--- config.mk ---
export PLATFORM = sky130hd
export DESIGN_NAME = modbus_tcp_request_framer_flat
export DESIGN_NICKNAME = d
export VERILOG_FILES = /design/src/hdl/mbtf_pkg.sv /design/src/hdl/mbtf_req_if.sv /design/src/hdl/mbtf_frm_if.sv /design/src/hdl/mbtf_front.sv /design/src/hdl/mbtf_fifo.sv /design/src/hdl/mbtf_back.sv /design/src/hdl/modbus_tcp_request_framer.sv /design/src/flat_wrapper.sv
export SDC_FILE = /design/constraint.sdc
export NUM_CORES = 1
export LEC_CHECK = 0
export ABC_AREA = 1
export BUFFER_PORTS_ARGS = -buffer_cell sky130_fd_sc_hd__buf_4
export CAP_MARGIN = 20
export CORE_ASPECT_RATIO = 1.4
export CORE_UTILIZATION = 55
export CTS_CLUSTER_DIAMETER = 50
export DETAILED_ROUTE_END_ITERATION = 10
export PLACE_DENSITY = 0.84
export SLEW_MARGIN = 20
export SYNTH_ARGS = -nofsm -noshare
export SYNTH_HDL_FRONTEND = slang
export SYNTH_HIERARCHICAL = 1
export SYNTH_SLANG_ARGS = --single-unit
--- constraint.sdc ---
create_clock -name clk -period 4.94 [get_ports clk]
set_input_delay 0.988 -clock clk [delete_from_list [all_inputs] [get_ports clk]]
set_output_delay 0.988 -clock clk [all_outputs]
set_load 0.03 [all_outputs]
--- src/hdl/mbtf_pkg.sv ---
// shared types and constants for the modbus tcp request framer
`timescale 1ns / 1ps

package mbtf_pkg;

	localparam int QDEPTH = 4;
	localparam int QAW    = $clog2(QDEPTH);

	localparam logic OP_HEADER = 1'b0;
	localparam logic OP_DATA   = 1'b1;

	localparam logic [6:0] FC_RD_COILS      = 7'd1;
	localparam logic [6:0] FC_RD_INPUTS     = 7'd2;
	localparam logic [6:0] FC_RD_HOLDING    = 7'd3;
	localparam logic [6:0] FC_RD_INPUT_REGS = 7'd4;
	localparam logic [6:0] FC_WR_COIL       = 7'd5;
	localparam logic [6:0] FC_WR_REG        = 7'd6;
	localparam logic [6:0] FC_WR_COILS      = 7'd15;
	localparam logic [6:0] FC_WR_REGS       = 7'd16;

	localparam logic [10:0] MAX_REGS  = 11'd123;
	localparam logic [10:0] MAX_COILS = 11'd1968;

	localparam logic [7:0] LEN_SHORT      = 8'd6;
	localparam logic [7:0] LEN_MULTI_BASE = 8'd7;

	localparam logic       CFG_TID  = 1'b0;
	localparam logic       CFG_UNIT = 1'b1;

	// header byte positions
	localparam logic [3:0] HB_TID_HI  = 4'd0;
	localparam logic [3:0] HB_TID_LO  = 4'd1;
	localparam logic [3:0] HB_PROT_HI = 4'd2;
	localparam logic [3:0] HB_PROT_LO = 4'd3;
	localparam logic [3:0] HB_LEN_HI  = 4'd4;
	localparam logic [3:0] HB_LEN_LO  = 4'd5;
	localparam logic [3:0] HB_UNIT    = 4'd6;
	localparam logic [3:0] HB_FC      = 4'd7;
	localparam logic [3:0] HB_ADDR_HI = 4'd8;
	localparam logic [3:0] HB_ADDR_LO = 4'd9;
	localparam logic [3:0] HB_WORD_HI = 4'd10;
	localparam logic [3:0] HB_WORD_LO = 4'd11;
	localparam logic [3:0] HB_COUNT   = 4'd12;

	typedef enum logic [1:0] {
		KIND_IDLE,
		KIND_REGS,
		KIND_COILS
	} kind_t;

	typedef enum logic [1:0] {
		JOB_HEAD,
		JOB_REG,
		JOB_BYTE,
		JOB_ERR
	} job_kind_t;

	typedef struct packed {
		job_kind_t   kind;
		logic        multi;
		logic        last;
		logic [6:0]  fc;
		logic [15:0] addr;
		logic [15:0] word;
		logic [7:0]  cnt;
	} job_t;

endpackage

--- src/hdl/mbtf_req_if.sv ---
// request channel interface
`timescale 1ns / 1ps

interface mbtf_req_if;
	logic        valid;
	logic        ready;
	logic        operation;
	logic [6:0]  fcode;
	logic [15:0] address;
	logic [10:0] quantity;
	logic [15:0] value;

	modport source (
		output valid, operation, fcode, address, quantity, value,
		input  ready
	);
	modport sink (
		input  valid, operation, fcode, address, quantity, value,
		output ready
	);
endinterface

--- src/hdl/mbtf_frm_if.sv ---
// frame byte channel interface
`timescale 1ns / 1ps

interface mbtf_frm_if;
	logic       valid;
	logic       ready;
	logic [7:0] frame_byte;
	logic       last;
	logic       error;

	modport source (
		output valid, frame_byte, last, error,
		input  ready
	);
	modport sink (
		input  valid, frame_byte, last, error,
		output ready
	);
endinterface

--- src/hdl/mbtf_front.sv ---
// front end: accepts requests, tracks open writes, issues serializer jobs
`timescale 1ns / 1ps

module mbtf_front (
	input  logic          clk,
	input  logic          arst_n,
	mbtf_req_if.sink      req,
	input  logic          q_full,
	output logic          q_push,
	output mbtf_pkg::job_t q_data
);
	import mbtf_pkg::*;

	kind_t       kind_q, kind_d;
	logic [10:0] rem_q, rem_d;
	logic [7:0]  acc_q, acc_d;
	logic [2:0]  bit_q, bit_d;

	logic        accept;
	logic [10:0] rem_dec;
	logic [7:0]  acc_or;
	logic [2:0]  bit_inc;
	logic        coil_emit;
	logic        regs_ok;
	logic        coils_ok;
	logic [10:0] qty_plus;
	logic [7:0]  coil_bytes;
	logic [7:0]  reg_bytes;
	logic        job_valid;

	assign req.ready  = !q_full;
	assign accept     = req.valid && req.ready;
	assign rem_dec    = rem_q - 11'd1;
	assign acc_or     = acc_q | (8'(req.value[0]) << bit_q);
	assign bit_inc    = bit_q + 3'd1;
	assign coil_emit  = (bit_inc == 3'd0) || (rem_dec == 11'd0);
	assign regs_ok    = (req.quantity != 11'd0) && (req.quantity <= MAX_REGS);
	assign coils_ok   = (req.quantity != 11'd0) && (req.quantity <= MAX_COILS);
	assign qty_plus   = req.quantity + 11'd7;
	assign coil_bytes = qty_plus[10:3];
	assign reg_bytes  = {req.quantity[6:0], 1'b0};
	assign q_push     = accept && job_valid;

	// next state
	always_comb begin
		kind_d = kind_q;
		rem_d  = rem_q;
		acc_d  = acc_q;
		bit_d  = bit_q;
		if (accept) begin
			if (req.operation == OP_DATA) begin
				if (kind_q != KIND_IDLE && rem_q != 11'd0) begin
					rem_d = rem_dec;
					if (rem_dec == 11'd0) begin
						kind_d = KIND_IDLE;
					end
					if (kind_q == KIND_COILS) begin
						if (coil_emit) begin
							acc_d = 8'd0;
							bit_d = 3'd0;
						end else begin
							acc_d = acc_or;
							bit_d = bit_inc;
						end
					end
				end
			end else begin
				kind_d = KIND_IDLE;
				rem_d  = 11'd0;
				acc_d  = 8'd0;
				bit_d  = 3'd0;
				if (req.fcode == FC_WR_REGS && regs_ok) begin
					kind_d = KIND_REGS;
					rem_d  = req.quantity;
				end else if (req.fcode == FC_WR_COILS && coils_ok) begin
					kind_d = KIND_COILS;
					rem_d  = req.quantity;
				end
			end
		end
	end

	// job generation
	always_comb begin
		job_valid    = 1'b0;
		q_data       = '0;
		q_data.kind  = JOB_ERR;
		q_data.fc    = req.fcode;
		q_data.addr  = req.address;
		if (req.operation == OP_DATA) begin
			if (kind_q == KIND_REGS && rem_q != 11'd0) begin
				job_valid    = 1'b1;
				q_data.kind  = JOB_REG;
				q_data.word  = req.value;
				q_data.last  = (rem_dec == 11'd0);
			end else if (kind_q == KIND_COILS && rem_q != 11'd0) begin
				job_valid    = coil_emit;
				q_data.kind  = JOB_BYTE;
				q_data.word  = {8'd0, acc_or};
				q_data.last  = (rem_dec == 11'd0);
			end
		end else begin
			job_valid = 1'b1;
			unique case (req.fcode) inside
				FC_RD_COILS, FC_RD_INPUTS, FC_RD_HOLDING, FC_RD_INPUT_REGS: begin
					q_data.kind = JOB_HEAD;
					q_data.word = {5'd0, req.quantity};
				end
				FC_WR_COIL, FC_WR_REG: begin
					q_data.kind = JOB_HEAD;
					q_data.word = req.value;
				end
				FC_WR_REGS: begin
					if (regs_ok) begin
						q_data.kind  = JOB_HEAD;
						q_data.multi = 1'b1;
						q_data.word  = {5'd0, req.quantity};
						q_data.cnt   = reg_bytes;
					end
				end
				FC_WR_COILS: begin
					if (coils_ok) begin
						q_data.kind  = JOB_HEAD;
						q_data.multi = 1'b1;
						q_data.word  = {5'd0, req.quantity};
						q_data.cnt   = coil_bytes;
					end
				end
				default: q_data.kind = JOB_ERR;
			endcase
		end
	end

	always_ff @(posedge clk or negedge arst_n) begin
		if (!arst_n) begin
			kind_q <= KIND_IDLE;
			rem_q  <= 11'd0;
			acc_q  <= 8'd0;
			bit_q  <= 3'd0;
		end else begin
			kind_q <= kind_d;
			rem_q  <= rem_d;
			acc_q  <= acc_d;
			bit_q  <= bit_d;
		end
	end

	assert property (@(posedge clk) disable iff (!arst_n)
		(kind_q != KIND_IDLE) |-> (rem_q != 11'd0))
		else $error("open write with nothing left to collect");
	assert property (@(posedge clk) disable iff (!arst_n)
		(kind_q != KIND_COILS) |-> (acc_q == 8'd0 && bit_q == 3'd0))
		else $error("coil packing state left over outside a coil write");

endmodule

--- src/hdl/mbtf_fifo.sv ---
// small job queue between front end and serializer
`timescale 1ns / 1ps

module mbtf_fifo (
	input  logic           clk,
	input  logic           arst_n,
	input  logic           push,
	input  mbtf_pkg::job_t push_data,
	output logic           full,
	input  logic           pop,
	output logic           head_valid,
	output mbtf_pkg::job_t head
);
	import mbtf_pkg::*;

	job_t           mem [QDEPTH];
	logic [QAW-1:0] wr_ptr_q;
	logic [QAW-1:0] rd_ptr_q;
	logic [QAW:0]   count_q;
	logic           do_push;
	logic           do_pop;

	assign full       = (count_q == (QAW + 1)'(QDEPTH));
	assign head_valid = (count_q != '0);
	assign head       = mem[rd_ptr_q];
	assign do_push    = push && !full;
	assign do_pop     = pop && head_valid;

	always_ff @(posedge clk) begin
		if (do_push) begin
			mem[wr_ptr_q] <= push_data;
		end
	end

	always_ff @(posedge clk or negedge arst_n) begin
		if (!arst_n) begin
			wr_ptr_q <= '0;
			rd_ptr_q <= '0;
			count_q  <= '0;
		end else begin
			if (do_push) begin
				wr_ptr_q <= wr_ptr_q + QAW'(1);
			end
			if (do_pop) begin
				rd_ptr_q <= rd_ptr_q + QAW'(1);
			end
			if (do_push && !do_pop) begin
				count_q <= count_q + (QAW + 1)'(1);
			end else if (do_pop && !do_push) begin
				count_q <= count_q - (QAW + 1)'(1);
			end
		end
	end

	assert property (@(posedge clk) disable iff (!arst_n)
		count_q <= (QAW + 1)'(QDEPTH))
		else $error("job queue overfilled");
	assert property (@(posedge clk) disable iff (!arst_n)
		(count_q == '0 || count_q == (QAW + 1)'(QDEPTH)) |-> (wr_ptr_q == rd_ptr_q))
		else $error("job queue pointers out of step with count");

endmodule

--- src/hdl/mbtf_back.sv ---
// serializer: turns queued jobs into frame bytes, one per cycle unless stalled
`timescale 1ns / 1ps

module mbtf_back (
	input  logic           clk,
	input  logic           arst_n,
	input  logic [15:0]    transaction_id,
	input  logic [7:0]     unit_id,
	input  logic           head_valid,
	input  mbtf_pkg::job_t head,
	output logic           pop,
	mbtf_frm_if.source     frame
);
	import mbtf_pkg::*;

	logic [3:0] idx_q;
	logic [3:0] end_idx;
	logic       load;
	logic       at_end;
	logic [7:0] len;
	logic [7:0] byte_d;
	logic       last_d;
	logic       err_d;

	logic       valid_q;
	logic [7:0] byte_q;
	logic       last_q;
	logic       err_q;

	assign load   = head_valid && (!valid_q || frame.ready);
	assign at_end = (idx_q == end_idx);
	assign pop    = load && at_end;
	assign len    = head.multi ? (LEN_MULTI_BASE + head.cnt) : LEN_SHORT;

	always_comb begin
		end_idx = 4'd0;
		byte_d  = 8'd0;
		last_d  = 1'b0;
		err_d   = 1'b0;
		unique case (head.kind)
			JOB_HEAD: begin
				end_idx = head.multi ? HB_COUNT : HB_WORD_LO;
				last_d  = at_end && !head.multi;
				unique case (idx_q)
					HB_TID_HI:  byte_d = transaction_id[15:8];
					HB_TID_LO:  byte_d = transaction_id[7:0];
					HB_PROT_HI: byte_d = 8'd0;
					HB_PROT_LO: byte_d = 8'd0;
					HB_LEN_HI:  byte_d = 8'd0;
					HB_LEN_LO:  byte_d = len;
					HB_UNIT:    byte_d = unit_id;
					HB_FC:      byte_d = {1'b0, head.fc};
					HB_ADDR_HI: byte_d = head.addr[15:8];
					HB_ADDR_LO: byte_d = head.addr[7:0];
					HB_WORD_HI: byte_d = head.word[15:8];
					HB_WORD_LO: byte_d = head.word[7:0];
					HB_COUNT:   byte_d = head.cnt;
					default:    byte_d = 8'd0;
				endcase
			end
			JOB_REG: begin
				end_idx = 4'd1;
				byte_d  = at_end ? head.word[7:0] : head.word[15:8];
				last_d  = at_end && head.last;
			end
			JOB_BYTE: begin
				byte_d = head.word[7:0];
				last_d = head.last;
			end
			JOB_ERR: begin
				last_d = 1'b1;
				err_d  = 1'b1;
			end
			default: begin
				last_d = 1'b1;
				err_d  = 1'b1;
			end
		endcase
	end

	always_ff @(posedge clk or negedge arst_n) begin
		if (!arst_n) begin
			idx_q   <= 4'd0;
			valid_q <= 1'b0;
		end else begin
			if (load) begin
				idx_q <= at_end ? 4'd0 : idx_q + 4'd1;
			end
			if (load) begin
				valid_q <= 1'b1;
			end else if (frame.ready) begin
				valid_q <= 1'b0;
			end
		end
	end

	always_ff @(posedge clk) begin
		if (load) begin
			byte_q <= byte_d;
			last_q <= last_d;
			err_q  <= err_d;
		end
	end

	assign frame.valid      = valid_q;
	assign frame.frame_byte = byte_q;
	assign frame.last       = last_q;
	assign frame.error      = err_q;

	assert property (@(posedge clk) disable iff (!arst_n)
		(valid_q && err_q) |-> last_q)
		else $error("error request not marked last");
	assert property (@(posedge clk) disable iff (!arst_n)
		idx_q <= HB_COUNT)
		else $error("serializer byte index past the longest header");

endmodule

--- src/hdl/modbus_tcp_request_framer.sv ---
// top level of the modbus tcp request framer
//
//  channel  dir  handshake      payload
//  req      in   valid/ready    operation, fcode, address, quantity, value
//  frame    out  valid/ready    frame_byte, last, error
//  cfg      in   cfg_wr_en      cfg_index (0 transaction id, 1 unit id), cfg_data
//
//  while the sink is ready, one frame byte leaves per cycle from the serializer
//  output register; a read or single write header gives 12 bytes, a multi write
//  header 13, a register data request 2, a coil data request 1 or none
//  a four-entry job queue decouples the front end from the serializer
//  reset clears the open-write state, queue and output; unit id resets to 1
`timescale 1ns / 1ps

module modbus_tcp_request_framer (
	input  logic        clk,
	input  logic        arst_n,
	mbtf_req_if.sink    req,
	mbtf_frm_if.source  frame,
	input  logic        cfg_wr_en,
	input  logic        cfg_index,
	input  logic [15:0] cfg_data
);
	import mbtf_pkg::*;

	logic [15:0] transaction_id_q;
	logic [7:0]  unit_id_q;

	logic        q_full;
	logic        q_push;
	job_t        q_data;
	logic        q_pop;
	logic        q_head_valid;
	job_t        q_head;

	always_ff @(posedge clk or negedge arst_n) begin
		if (!arst_n) begin
			transaction_id_q <= 16'd0;
			unit_id_q        <= 8'd1;
		end else if (cfg_wr_en) begin
			unique case (cfg_index)
				CFG_TID:  transaction_id_q <= cfg_data;
				CFG_UNIT: unit_id_q        <= cfg_data[7:0];
				default:  unit_id_q        <= unit_id_q;
			endcase
		end
	end

	mbtf_front u_front (
		.clk    (clk),
		.arst_n (arst_n),
		.req    (req),
		.q_full (q_full),
		.q_push (q_push),
		.q_data (q_data)
	);

	mbtf_fifo u_fifo (
		.clk        (clk),
		.arst_n     (arst_n),
		.push       (q_push),
		.push_data  (q_data),
		.full       (q_full),
		.pop        (q_pop),
		.head_valid (q_head_valid),
		.head       (q_head)
	);

	mbtf_back u_back (
		.clk            (clk),
		.arst_n         (arst_n),
		.transaction_id (transaction_id_q),
		.unit_id        (unit_id_q),
		.head_valid     (q_head_valid),
		.head           (q_head),
		.pop            (q_pop),
		.frame          (frame)
	);

endmodule

--- src/flat_wrapper.sv ---
// flat-port wrapper written by rule: the top's interface ports become plain ports
module modbus_tcp_request_framer_flat import mbtf_pkg::*;
  (clk, arst_n, cfg_wr_en, cfg_index, cfg_data, req_valid, req_operation, req_fcode, req_address, req_quantity, req_value, req_ready, frame_valid, frame_frame_byte, frame_last, frame_error, frame_ready);
  mbtf_req_if req_i ();
  mbtf_frm_if frame_i ();
  input  logic clk;
  input  logic arst_n;
  input  logic cfg_wr_en;
  input  logic cfg_index;
  input  logic [15:0] cfg_data;
  input wire logic [$bits(req_i.valid)-1:0] req_valid;
  input wire logic [$bits(req_i.operation)-1:0] req_operation;
  input wire logic [$bits(req_i.fcode)-1:0] req_fcode;
  input wire logic [$bits(req_i.address)-1:0] req_address;
  input wire logic [$bits(req_i.quantity)-1:0] req_quantity;
  input wire logic [$bits(req_i.value)-1:0] req_value;
  output wire logic [$bits(req_i.ready)-1:0] req_ready;
  output wire logic [$bits(frame_i.valid)-1:0] frame_valid;
  output wire logic [$bits(frame_i.frame_byte)-1:0] frame_frame_byte;
  output wire logic [$bits(frame_i.last)-1:0] frame_last;
  output wire logic [$bits(frame_i.error)-1:0] frame_error;
  input wire logic [$bits(frame_i.ready)-1:0] frame_ready;
  assign req_i.valid = req_valid;
  assign req_i.operation = req_operation;
  assign req_i.fcode = req_fcode;
  assign req_i.address = req_address;
  assign req_i.quantity = req_quantity;
  assign req_i.value = req_value;
  assign req_ready = req_i.ready;
  assign frame_valid = frame_i.valid;
  assign frame_frame_byte = frame_i.frame_byte;
  assign frame_last = frame_i.last;
  assign frame_error = frame_i.error;
  assign frame_i.ready = frame_ready;
  modbus_tcp_request_framer u_core (.clk(clk), .arst_n(arst_n), .req(req_i), .frame(frame_i), .cfg_wr_en(cfg_wr_en), .cfg_index(cfg_index), .cfg_data(cfg_data));
endmodule
# --- Word level (Yosys, flattened, before mapping) ---
# Memories as Yosys holds them, arrays and structs flattened.
# Cells that the tools add are included.
totals:
  ff_bits: 70
  latchBits: 0
  ramBits: 204
  rom_bits: 0
  word_cells: 152
  n_memories: 1
memory_table:
  columns: ["memory", "depth", "word_bits", "rd", "rd_clocked_by_memory_dff", "write_ports", "line", "rtl"]
  rows:
  - ["u_core.u_fifo.mem", 4, 51, 1, 0, 1, "mbtf_fifo.sv:16", "job_t mem [QDEPTH];"]
classes:
  n_addsub: 9
  multipliers: 0
  div_mod_pow: 0
  n_lt_le_gt_ge: 2
  eq_ne: 27
  shift: 1
  mux: 54
  bitwise_logic: 2
  reduce_logical: 42
ops:
  columns: ["operator", "n"]
  rows:
  - ["8-bit case mux with 10 select lines", 1]
  - ["8-bit two-way mux", 8]
  - ["16-bit case mux with 4 select lines", 1]
  - ["11-bit two-way mux", 4]
  - ["19-bit two-way mux", 2]
  - ["16-bit two-way mux", 2]
  - ["3-bit two-way mux", 9]
  - ["8-bit case mux with 3 select lines", 1]
  - ["11-bit nonzero test", 2]
  - ["7-bit by 3-bit == test with 1-bit output, second input constant", 3]
  - ["4-bit == test, second input constant", 5]
  - ["1-bit logical AND", 17]
  - ["8-bit case mux with 2 select lines", 1]
  - ["7-bit by 2-bit == test with 1-bit output, second input constant", 2]
  - ["2-bit two-way mux", 7]
  - ["1-bit two-way mux", 13]
  - ["4-bit by 3-bit == test with 1-bit output, second input constant", 3]
  - ["11-bit by 3-bit adder with 11-bit output, second input constant", 1]
  - ["11-bit less-or-equal comparator, second input constant", 1]
  - ["11-bit by 7-bit less-or-equal comparator with 1-bit output, second input constant", 1]
  - ["11-bit zero test", 1]
  - ["11-bit by 1-bit subtractor with 11-bit output, second input constant", 1]
  - ["3-bit by 8-bit adder with 8-bit output, first input constant", 1]
  - ["8-bit bitwise OR", 1]
  - ["32 further kinds", 49]

# --- Depth between registers and ports, before layout ---
# Gate-level depths: netlist of run 1.
logic_depth:
  ltp_word: 12
  ltp_mapped: 24
  mapped_depth_nobuf: 22

# --- Modules after synthesis ---
# Netlist of run 1, hierarchy kept.
by_module_without_submodules:
  columns: ["mod", "n_inst", "cells_per_inst", "area_each_um2", "seq_area_each_um2"]
  rows:
  - ["mbtf_fifo", 1, 655, 8866.0, 6301.0]
  - ["mbtf_front", 1, 426, 2585.0, 600.6]
  - ["mbtf_back", 1, 310, 1773.0, 425.4]
  - ["modbus_tcp_request_framer", 1, 105, 1066.0, 601.8]

# --- Worst setup path after synthesis of run 1 ---
# OpenSTA, ideal clock, no wires.
synth_timing:
  path_kind: "input to register"
  start: "input port req_operation"
  end: "memory u_core/u_fifo/mem[0][0] (netlist name) (enable)"
  setup_time_ns: 0.460
  t_arrival_ns: 3.992
  path_slack_ns: 0.488
  cell_stages: 6
  n_path_buf: 1
  path_cell_list: "inv_1 clkbuf_1 nor2_1 a21oi_1 nand2_1 nor2_1"
synth_between:
  elab_chain_len: 5
synth_rtl:
  columns: ["element", "line", "rtl"]
  rows:
  - ["start, declared", "flat_wrapper.sv:12", "input wire logic [$bits(req_i.operation)-1:0] req_operation;"]
  - ["1-bit two-way mux", "mbtf_front.sv:90", "if (req.operation == OP_DATA) begin"]
  - ["1-bit logical AND", "mbtf_front.sv:42", "assign q_push = accept && job_valid;"]
  - ["net u_core.q_push", "modbus_tcp_request_framer.sv:30", "logic q_push;"]
  - ["1-bit logical AND", "mbtf_fifo.sv:26", "assign do_push = push && !full;"]
  - ["1-bit two-way mux", "mbtf_fifo.sv:30", "if (do_push) begin"]
  - ["1-bit two-way mux (not written as such)", "mbtf_fifo.sv:31", "mem[wr_ptr_q] <= push_data;"]
  - ["end, declared", "mbtf_fifo.sv:16", null]
# The timed path passes the listed nets, and every way through them passes these cells.

# --- Worst setup path after layout of run 1 ---
layout_timing:
  start: "register u_core.u_front.rem_q[0]"
  end: "memory u_core/u_fifo/mem[3][25] (netlist name) (enable)"
layout_between:
  elab_chain_len: 10
layout_rtl:
  columns: ["element", "line", "rtl"]
  rows:
  - ["start, declared", "mbtf_front.sv:15", "logic [10:0] rem_q, rem_d;"]
  - ["start signal, assigned", "mbtf_front.sv:142", "rem_q <= rem_d;"]
  - ["11-bit by 1-bit subtractor with 11-bit output", "mbtf_front.sv:33", "assign rem_dec = rem_q - 11'd1;"]
  - ["11-bit zero test", "mbtf_front.sv:36", "assign coil_emit = (bit_inc == 3'd0) || (rem_dec == 11'd0);"]
  - ["1-bit logical OR", "mbtf_front.sv:36", null]
  - ["1-bit two-way mux", "mbtf_front.sv:96", "end else if (kind_q == KIND_COILS && rem_q != 11'd0) begin"]
  - ["1-bit two-way mux (*)", "mbtf_front.sv:91", "if (kind_q == KIND_REGS && rem_q != 11'd0) begin"]
  - ["1-bit two-way mux (*)", "mbtf_front.sv:90", null]
  - ["1-bit logical AND (*)", "mbtf_front.sv:42", null]
  - ["net u_core.q_push", "modbus_tcp_request_framer.sv:30", null]
  - ["1-bit logical AND (*)", "mbtf_fifo.sv:26", null]
  - ["1-bit two-way mux (*)", "mbtf_fifo.sv:30", null]
  - ["1-bit two-way mux (not written as such) (*)", "mbtf_fifo.sv:31", null]
# The timed path passes the listed nets; every way through them passes the cells marked *.

==> results.md, run 1 <==
* Least-Margin Pin Slew at 0.884 ns
* H-Tree Depth at 1
* Vias in the first global route at 10398
* Max rail drop VDD at 0.300 mV
* Clock slew seen by the registers of the worst setup and hold paths at 0.06 ns
* RR Endpoint: u_core/u_fifo/mem[3][25]$_DFFE_PP_
* Pre-CTS WS at 1.41 ns
* Setup TNS at 0 ns
* Yosys reg bits at 274
* Achievable frequency at 0.282 GHz
* DR vias at 10558
* Fill count at 1983
* Setup crit end kind: flop
* Total Power at 8.38 mW
* FF-to-FF Start: u_core/u_front/rem_q[0]$_DFFE_PN0P_
* Register area at 7930 sq um
* Final WL at 34500 um
* Post-synthesis average cell area at 9.55 sq um
* Final #Nets at 1632
* Multi-input gate area at 5030 sq um
* WP data required at 5.12 ns
* Clk_skew at 0.0108 ns
* Asr flop ratio synth at 21.9%
* Clock insertion delay at the later pin of the skew report at 0.56 ns
* Hold-fix buffers, CTS at 0
* Ys flop type: edfxtp_1
* Worst Hold Depth at 2
* Non-filler cells, final at 1884
* Initial antenna violation count at 0
* Startpoint types: flop
* Drt pass-1 iters at 8
* Placed cells at 1832
* Power Dens Cells at 530 nW/um^2
* Vias per Instance at 5.60
* CP Class: reg2reg
* Commonest non-fill, non-tap cell in the layout: nand2_1
* 1st-iter DRT viols at 767
* Hold Vio Cnt, Final at 0
* Reg2Reg Depth at 15
* First-pass GRT wire length at 54300 um
* GRT overflow at 0
* Dominant cell type by area after synthesis: edfxtp_1
* Final setup viols at 0
* RSZ-0062 raised after global routing: no
* DR WL/cell at 18.3 um
* IO Count at 85
* CP arrival at 3.73 ns
* CTS tree: yes
* Worst Hold Class: reg2reg
* Final Critical Period at 3.55 ns
* CTS Sinks at 274
* Ant. Diodes at 0
* Status: finished with violations
* GPL Wtd Cong at 0.956
* Die area at 26600 sq um
* Final Util at 62.1%
* Final-report max-slew violation count at 0
* Detailed placer's ending HPWL at 23700 um
* Failing checks: DRC
* Yosys warns at 6
* Area share of the largest cell type after synthesis at 45.0%
* Synth Cell Area at 14300 sq um
* Share of layout cells above drive strength 1 at 19.9%
* Initial Util at 56.1%
* Setup ws final at 1.39 ns
* P&R area growth vs syn at 10.6%
* Flop2flop setup slack at 1.39 ns
* Post-synth EDFFs at 214
* Yosys cell types at 52
* Syn Nets at 1584
* Total GRT Usage at 26.3%
* Final worst path period share at 71.8%
* Fin Hold WS at 0.479 ns
* Most frequent cells in the layout: nand2_1, edfxtp_1, inv_1
* Row count at 69
* Register area share after synthesis at 55.5%
* Worst hold path endpoint: u_core/transaction_id_q[15]$_DFFE_PN0P_
* Post-Layout Inst Area at 15800 sq um
* Antenna Nets Post-Route at 0
* CP max FO at 51
* Synth Instances at 1496
* Die height at 193 um
* Pleak at 6.98 nW
* Min-Delay Startpoint: u_core/transaction_id_q[15]$_DFFE_PN0P_
* Clk root buf: clkbuf_16
* Buffers on Ports at 84
* Die width at 138 um
* Max-slew headroom at 41.1%
* Max capacitance violation total at 0
* Pin count of the biggest net entering global routing at 79
* CTS Buf Count at 29
* Post-cts gate resize count at 0
* Max clock buf depth at 3
* Drc violations at 14
* Synth top area cells: edfxtp_1, nand2_1, dfrtp_1, o211ai_2, nand3_1
* Post-CTS Setup Bufs at 0
* Area after DPL at 14800 sq um
* Core area at 25500 sq um
sequential cells by signal (all words and copies together), names as in the netlist:
name                            cells
u_core/u_front/acc_q                8
u_core/u_back/frame.last            1
u_core/u_back/frame.frame_byte      8
u_core/u_back/frame.valid           1
u_core/transaction_id_q            16
u_core/u_fifo/mem                 204
u_core/u_back/idx_q                 4
u_core/u_front/bit_q                3
u_core/u_fifo/count_q               3
u_core/unit_id_q                    8
u_core/u_front/kind_q               2
u_core/u_front/rem_q               11
u_core/u_fifo/wr_ptr_q              2
u_core/u_fifo/rd_ptr_q              2
u_core/u_back/frame.error           1
worst max path at each step:
stage          slack (ns)                                   end                                start
2_1_floorplan        0.49     u_core/u_fifo/mem[0][0]$_DFFE_PP_                        req_operation
3_3_place_gp         1.49    u_core/u_fifo/mem[3][25]$_DFFE_PP_  u_core/u_front/rem_q[0]$_DFFE_PN0P_
3_5_place_dp         1.41    u_core/u_fifo/mem[3][25]$_DFFE_PP_  u_core/u_front/rem_q[0]$_DFFE_PN0P_
4_1_cts              1.37    u_core/u_fifo/mem[3][41]$_DFFE_PP_  u_core/u_front/rem_q[0]$_DFFE_PN0P_
5_1_grt              1.07  u_core/u_fifo/count_q[2]$_DFFE_PN0P_  u_core/u_front/rem_q[0]$_DFFE_PN0P_
6_report             1.39    u_core/u_fifo/mem[3][25]$_DFFE_PP_  u_core/u_front/rem_q[0]$_DFFE_PN0P_
report_power, final:
part	switching (mW)	internal, mW	leakage [nW]
combinational	2.17	0.911	3.74
clock	0.942	1.26	0.473
sequential	0.234	2.87	2.77
per-layer routing:
layer	vias to the layer above	track usage (%)	wire (um)	share of wire, %
met5	-	0	0	0
met2	396	47.3	17500	51
met3	113	3.10	1900	5.5
met4	0	15.8	2030	5.9
li1	5064	-	-	-
met1	4985	30.4	13100	38
Yosys cell counts, types with 9 or more instances:
library cell,instances
o211ai_1,42
dfrtp_1,59
buf_6,23
buf_4,25
nand4_1,17
ha_1,14
inv_2,54
o21ai_0,20
inv_1,142
nand3_1,111
edfxtp_1,214
nor3_1,12
nand2_2,24
o211ai_2,60
buf_2,14
nor2_1,83
clkbuf_1,9
a21oi_1,30
nand2_1,454
o21ai_1,23
cell type report:
cell class	instances	share of cell area (%)
Timing Repair Buffer	94	4.54
Inverter	200	4.84
Sequential cell	274	50.2
Clock inverter	20	1.43
Clock buffer	32	4.66
Multi-Input combinational cell	945	31.8
Tap cell	319	2.52
critical path: stages, from the launching register on:
cell and delay [ns]:
dfrtp_1 0.39, inv_2 0.11, ha_1 0.25, inv_1 0.06, nand2_1 0.05, nand2_1 0.06
nor2_1 0.09, nand2_1 0.06, nor3_1 0.24, nand3_2 0.17, nand2_1 0.12, nand2_1 0.06
a21oi_1 0.30, nand2_1 0.37, nor2_4 0.18, buf_4 0.62
logic make-up after synthesis:
logic type | after synthesis | share of synthesized area [%]
buffers and inverters | 277 | 9.52
AO/OA/AOI/OAI | 188 | 10.8
adder cells (fa/ha/maj) | 15 | 1.37
XOR/XNOR | 7 | 0.429
flip-flops | 274 | 55.5
AND/OR/NAND/NOR | 735 | 22.4
Note: power is estimated with default switching activity, not from simulation.
==> inputs of run 2 (changes only) <==
- PLACE_DENSITY: 0.84 -> 0.87
- clock period: 4.94 -> 2.85 ns (I/O delays scaled with it)
==> run 2 against run 1 <==
  * The flow still finishes with violations (DRC)
  * First-iteration DRC count grew 7.4%
  * Wire length fell by 2.5%
  * Setup slack lost 1.3 ns
  * Global-route usage down 1.1 points
==> results.md, run 2 (synthesis gave the netlist of run 1 again) <==
* Status: finished with violations
* Failing checks: DRC
* Clock insertion delay at the later pin of the skew report at 0.53 ns
* Final-report max-slew violation count at 0
* Placed cells at 1848
* GPL Wtd Cong at 0.985
* Die area at 26600 sq um
* Multi-input gate area at 5140 sq um
* Fill count at 1887
* Max clock buf depth at 3
* Startpoint types: flop
* Final Critical Period at 2.76 ns
* Combinational share of power at 40.5%
* Hold-fix buffers, CTS at 0
* Pleak at 7.07 nW
* Row count at 69
* P&R area growth vs syn at 12.5%
* Worst Hold Class: in2async
* Ant. Diodes at 0
* Non-filler cells, final at 1906
* Internal power at 8.71 mW
* Max rail drop VDD at 0.560 mV
* Final Util at 63.1%
* GRT overflow at 0
* CP arrival at 3.15 ns
* Initial Util at 56.1%
* Die width at 138 um
* Reg2Reg Depth at 20
* Sequential share of power at 36.8%
* Initial antenna violation count at 0
* Final #Nets at 1657
* Detailed placer's ending HPWL at 23200 um
* Max-slew headroom at 42.0%
* Clk_skew at 0.0211 ns
* First-pass GRT wire length at 52400 um
* Sw Share at 40.0%
* Flop2flop setup slack at 0.09 ns
* CP max FO at 8
* Core area at 25500 sq um
* Register area at 7930 sq um
* Hold Vio Cnt, Final at 0
* Final setup viols at 0
* Final WL at 33700 um
* Setup TNS at 0 ns
* 1st-iter DRT viols at 824
* Most frequent cells in the layout: nand2_1, edfxtp_1, inv_1
* Die height at 193 um
* WP data required at 3.24 ns
* Most flops, register: u_core/u_fifo/mem
* CTS Buf Count at 27
* Share of layout cells above drive strength 1 at 22.6%
* Buffers on Ports at 84
* Max FFs per register at 204
* Pin count of the biggest net entering global routing at 117
* Max capacitance violation total at 0
* Vias per Instance at 5.66
* NetSw at 5.82 mW
* Vias in the first global route at 10454
* Antenna Nets Post-Route at 0
* RSZ-0062 raised after global routing: yes
* H-Tree Depth at 1
* Drc violations at 13
* IO Count at 85
* Clock power frac at 22.7%
* RR Endpoint: u_core/u_fifo/count_q[1]$_DFFE_PN0P_
* Total GRT Usage at 25.2%
* Achievable frequency at 0.362 GHz
* Power Dens Cells at 904 nW/um^2
* Final worst path period share at 96.8%
* Clk root buf: clkbuf_16
* Least-Margin Pin Slew at 0.869 ns
* Leading registers by flop count: u_core/u_fifo/mem (204), u_core/transaction_id_q (16), u_core/u_front/rem_q (11)
* CTS tree: yes
* CP Class: reg2reg
* CTS Sinks at 274
* Drt pass-1 iters at 8
* Setup crit end kind: flop
* Pre-CTS WS at -0.0294 ns
* DR vias at 10782
* Commonest non-fill, non-tap cell in the layout: nand2_1
* DR WL/cell at 17.7 um
* Setup ws final at 0.0913 ns
* Clock slew seen by the registers of the worst setup and hold paths at 0.06 ns
* FF-to-FF Start: u_core/u_fifo/rd_ptr_q[0]$_DFFE_PN0P_
run 2: cell types whose count changed in the layout (fill, tap and decap cells not counted), moves of 3 or more:
cell,before,now
buf_12,1,8
buf_4,93,112
clkinv_2,2,6
inv_1,142,139
inv_6,5,1
nand2_1,454,445
nand2_2,24,30
nand2_4,4,7
nor2_1,79,75
run 2: worst max-delay path by stage:
stage | from | to | slack, ns
floorplan | u_core/u_front/rem_q[0]$_DFFE_PN0P_ | u_core/u_fifo/mem[0][0]$_DFFE_PP_ | -0.05
global placement | u_core/u_front/rem_q[3]$_DFFE_PN0P_ | u_core/u_fifo/count_q[2]$_DFFE_PN0P_ | 0.11
detailed placement | u_core/u_fifo/rd_ptr_q[0]$_DFFE_PN0P_ | u_core/u_fifo/count_q[1]$_DFFE_PN0P_ | -0.03
CTS | u_core/u_front/rem_q[1]$_DFFE_PN0P_ | u_core/u_fifo/count_q[2]$_DFFE_PN0P_ | 0.03
global route | u_core/u_front/rem_q[1]$_DFFE_PN0P_ | u_core/u_fifo/count_q[2]$_DFFE_PN0P_ | -0.04
finish | u_core/u_fifo/rd_ptr_q[0]$_DFFE_PN0P_ | u_core/u_fifo/count_q[1]$_DFFE_PN0P_ | 0.09
run 2: power by group through the flow:
| stage | logic [mW] | clock network, mW | registers [mW] |
|---|---|---|---|
| floorplan | 4.03 | 0 | 5.45 |
| global placement | 5.40 | 0 | 5.39 |
| detailed placement | 5.54 | 0 | 5.41 |
| CTS | 5.61 | 3.33 | 5.33 |
| global route | 6.41 | 3.46 | 5.40 |
| finish | 5.88 | 3.29 | 5.35 |
run 2: timing repair:
item,CTS,global route
setup buffers,1,10
resized for setup,0,28
endpoints found under the setup margin,1,162
pin swaps,1,14
endpoints found under the hold margin,0,0
cloned,0,0
run 2: final cells by class:
type,instances,area share [%]
clock buffer,32,4.32
clock inverter,15,0.771
inverter,200,4.80
multi-input combinational,945,32.0
sequential,274,49.4
tap,319,2.48
timing repair buffer,121,6.30
run 2: through the flow:
| stage | hold slack [ns] | power (mW) | cell area [sq um] |
|---|---|---|---|
| 6_report | 0.129 | 14.5 | 16100 |
| 3_3_place_gp | 0.459 | 10.8 | 15100 |
| 5_1_grt | 0.193 | 15.3 | 16100 |
| 3_5_place_dp | 0.459 | 11.0 | 15100 |
| 4_1_cts | 0.146 | 14.3 | 15900 |
| 2_1_floorplan | 0.274 | 9.48 | 14400 |
run 2: critical path, stage by stage (launching register included):
cell      delay [ns]
dfrtp_2         0.43
clkinv_4        0.09
buf_6           0.12
nand2_1         0.05
o211ai_1        0.10
nand2_2         0.14
inv_4           0.09
nand2_4         0.06
nand2_1         0.06
nand2_1         0.06
nor2_2          0.17
nand2_4         0.07
nand2_4         0.06
inv_2           0.05
nor2_4          0.13
nand2_4         0.09
ha_4            0.18
inv_2           0.07
fa_2            0.43
nand2_1         0.08
o21ai_1         0.08
run 2: routing by layer:
metal | wire, um | global-route usage (%) | vias to the layer above
met5 | 0 | 0 | -
met4 | 1930 | 15.0 | 0
met3 | 1830 | 3.03 | 128
met2 | 17300 | 46.7 | 439
met1 | 12600 | 28.0 | 5105
li1 | - | - | 5110
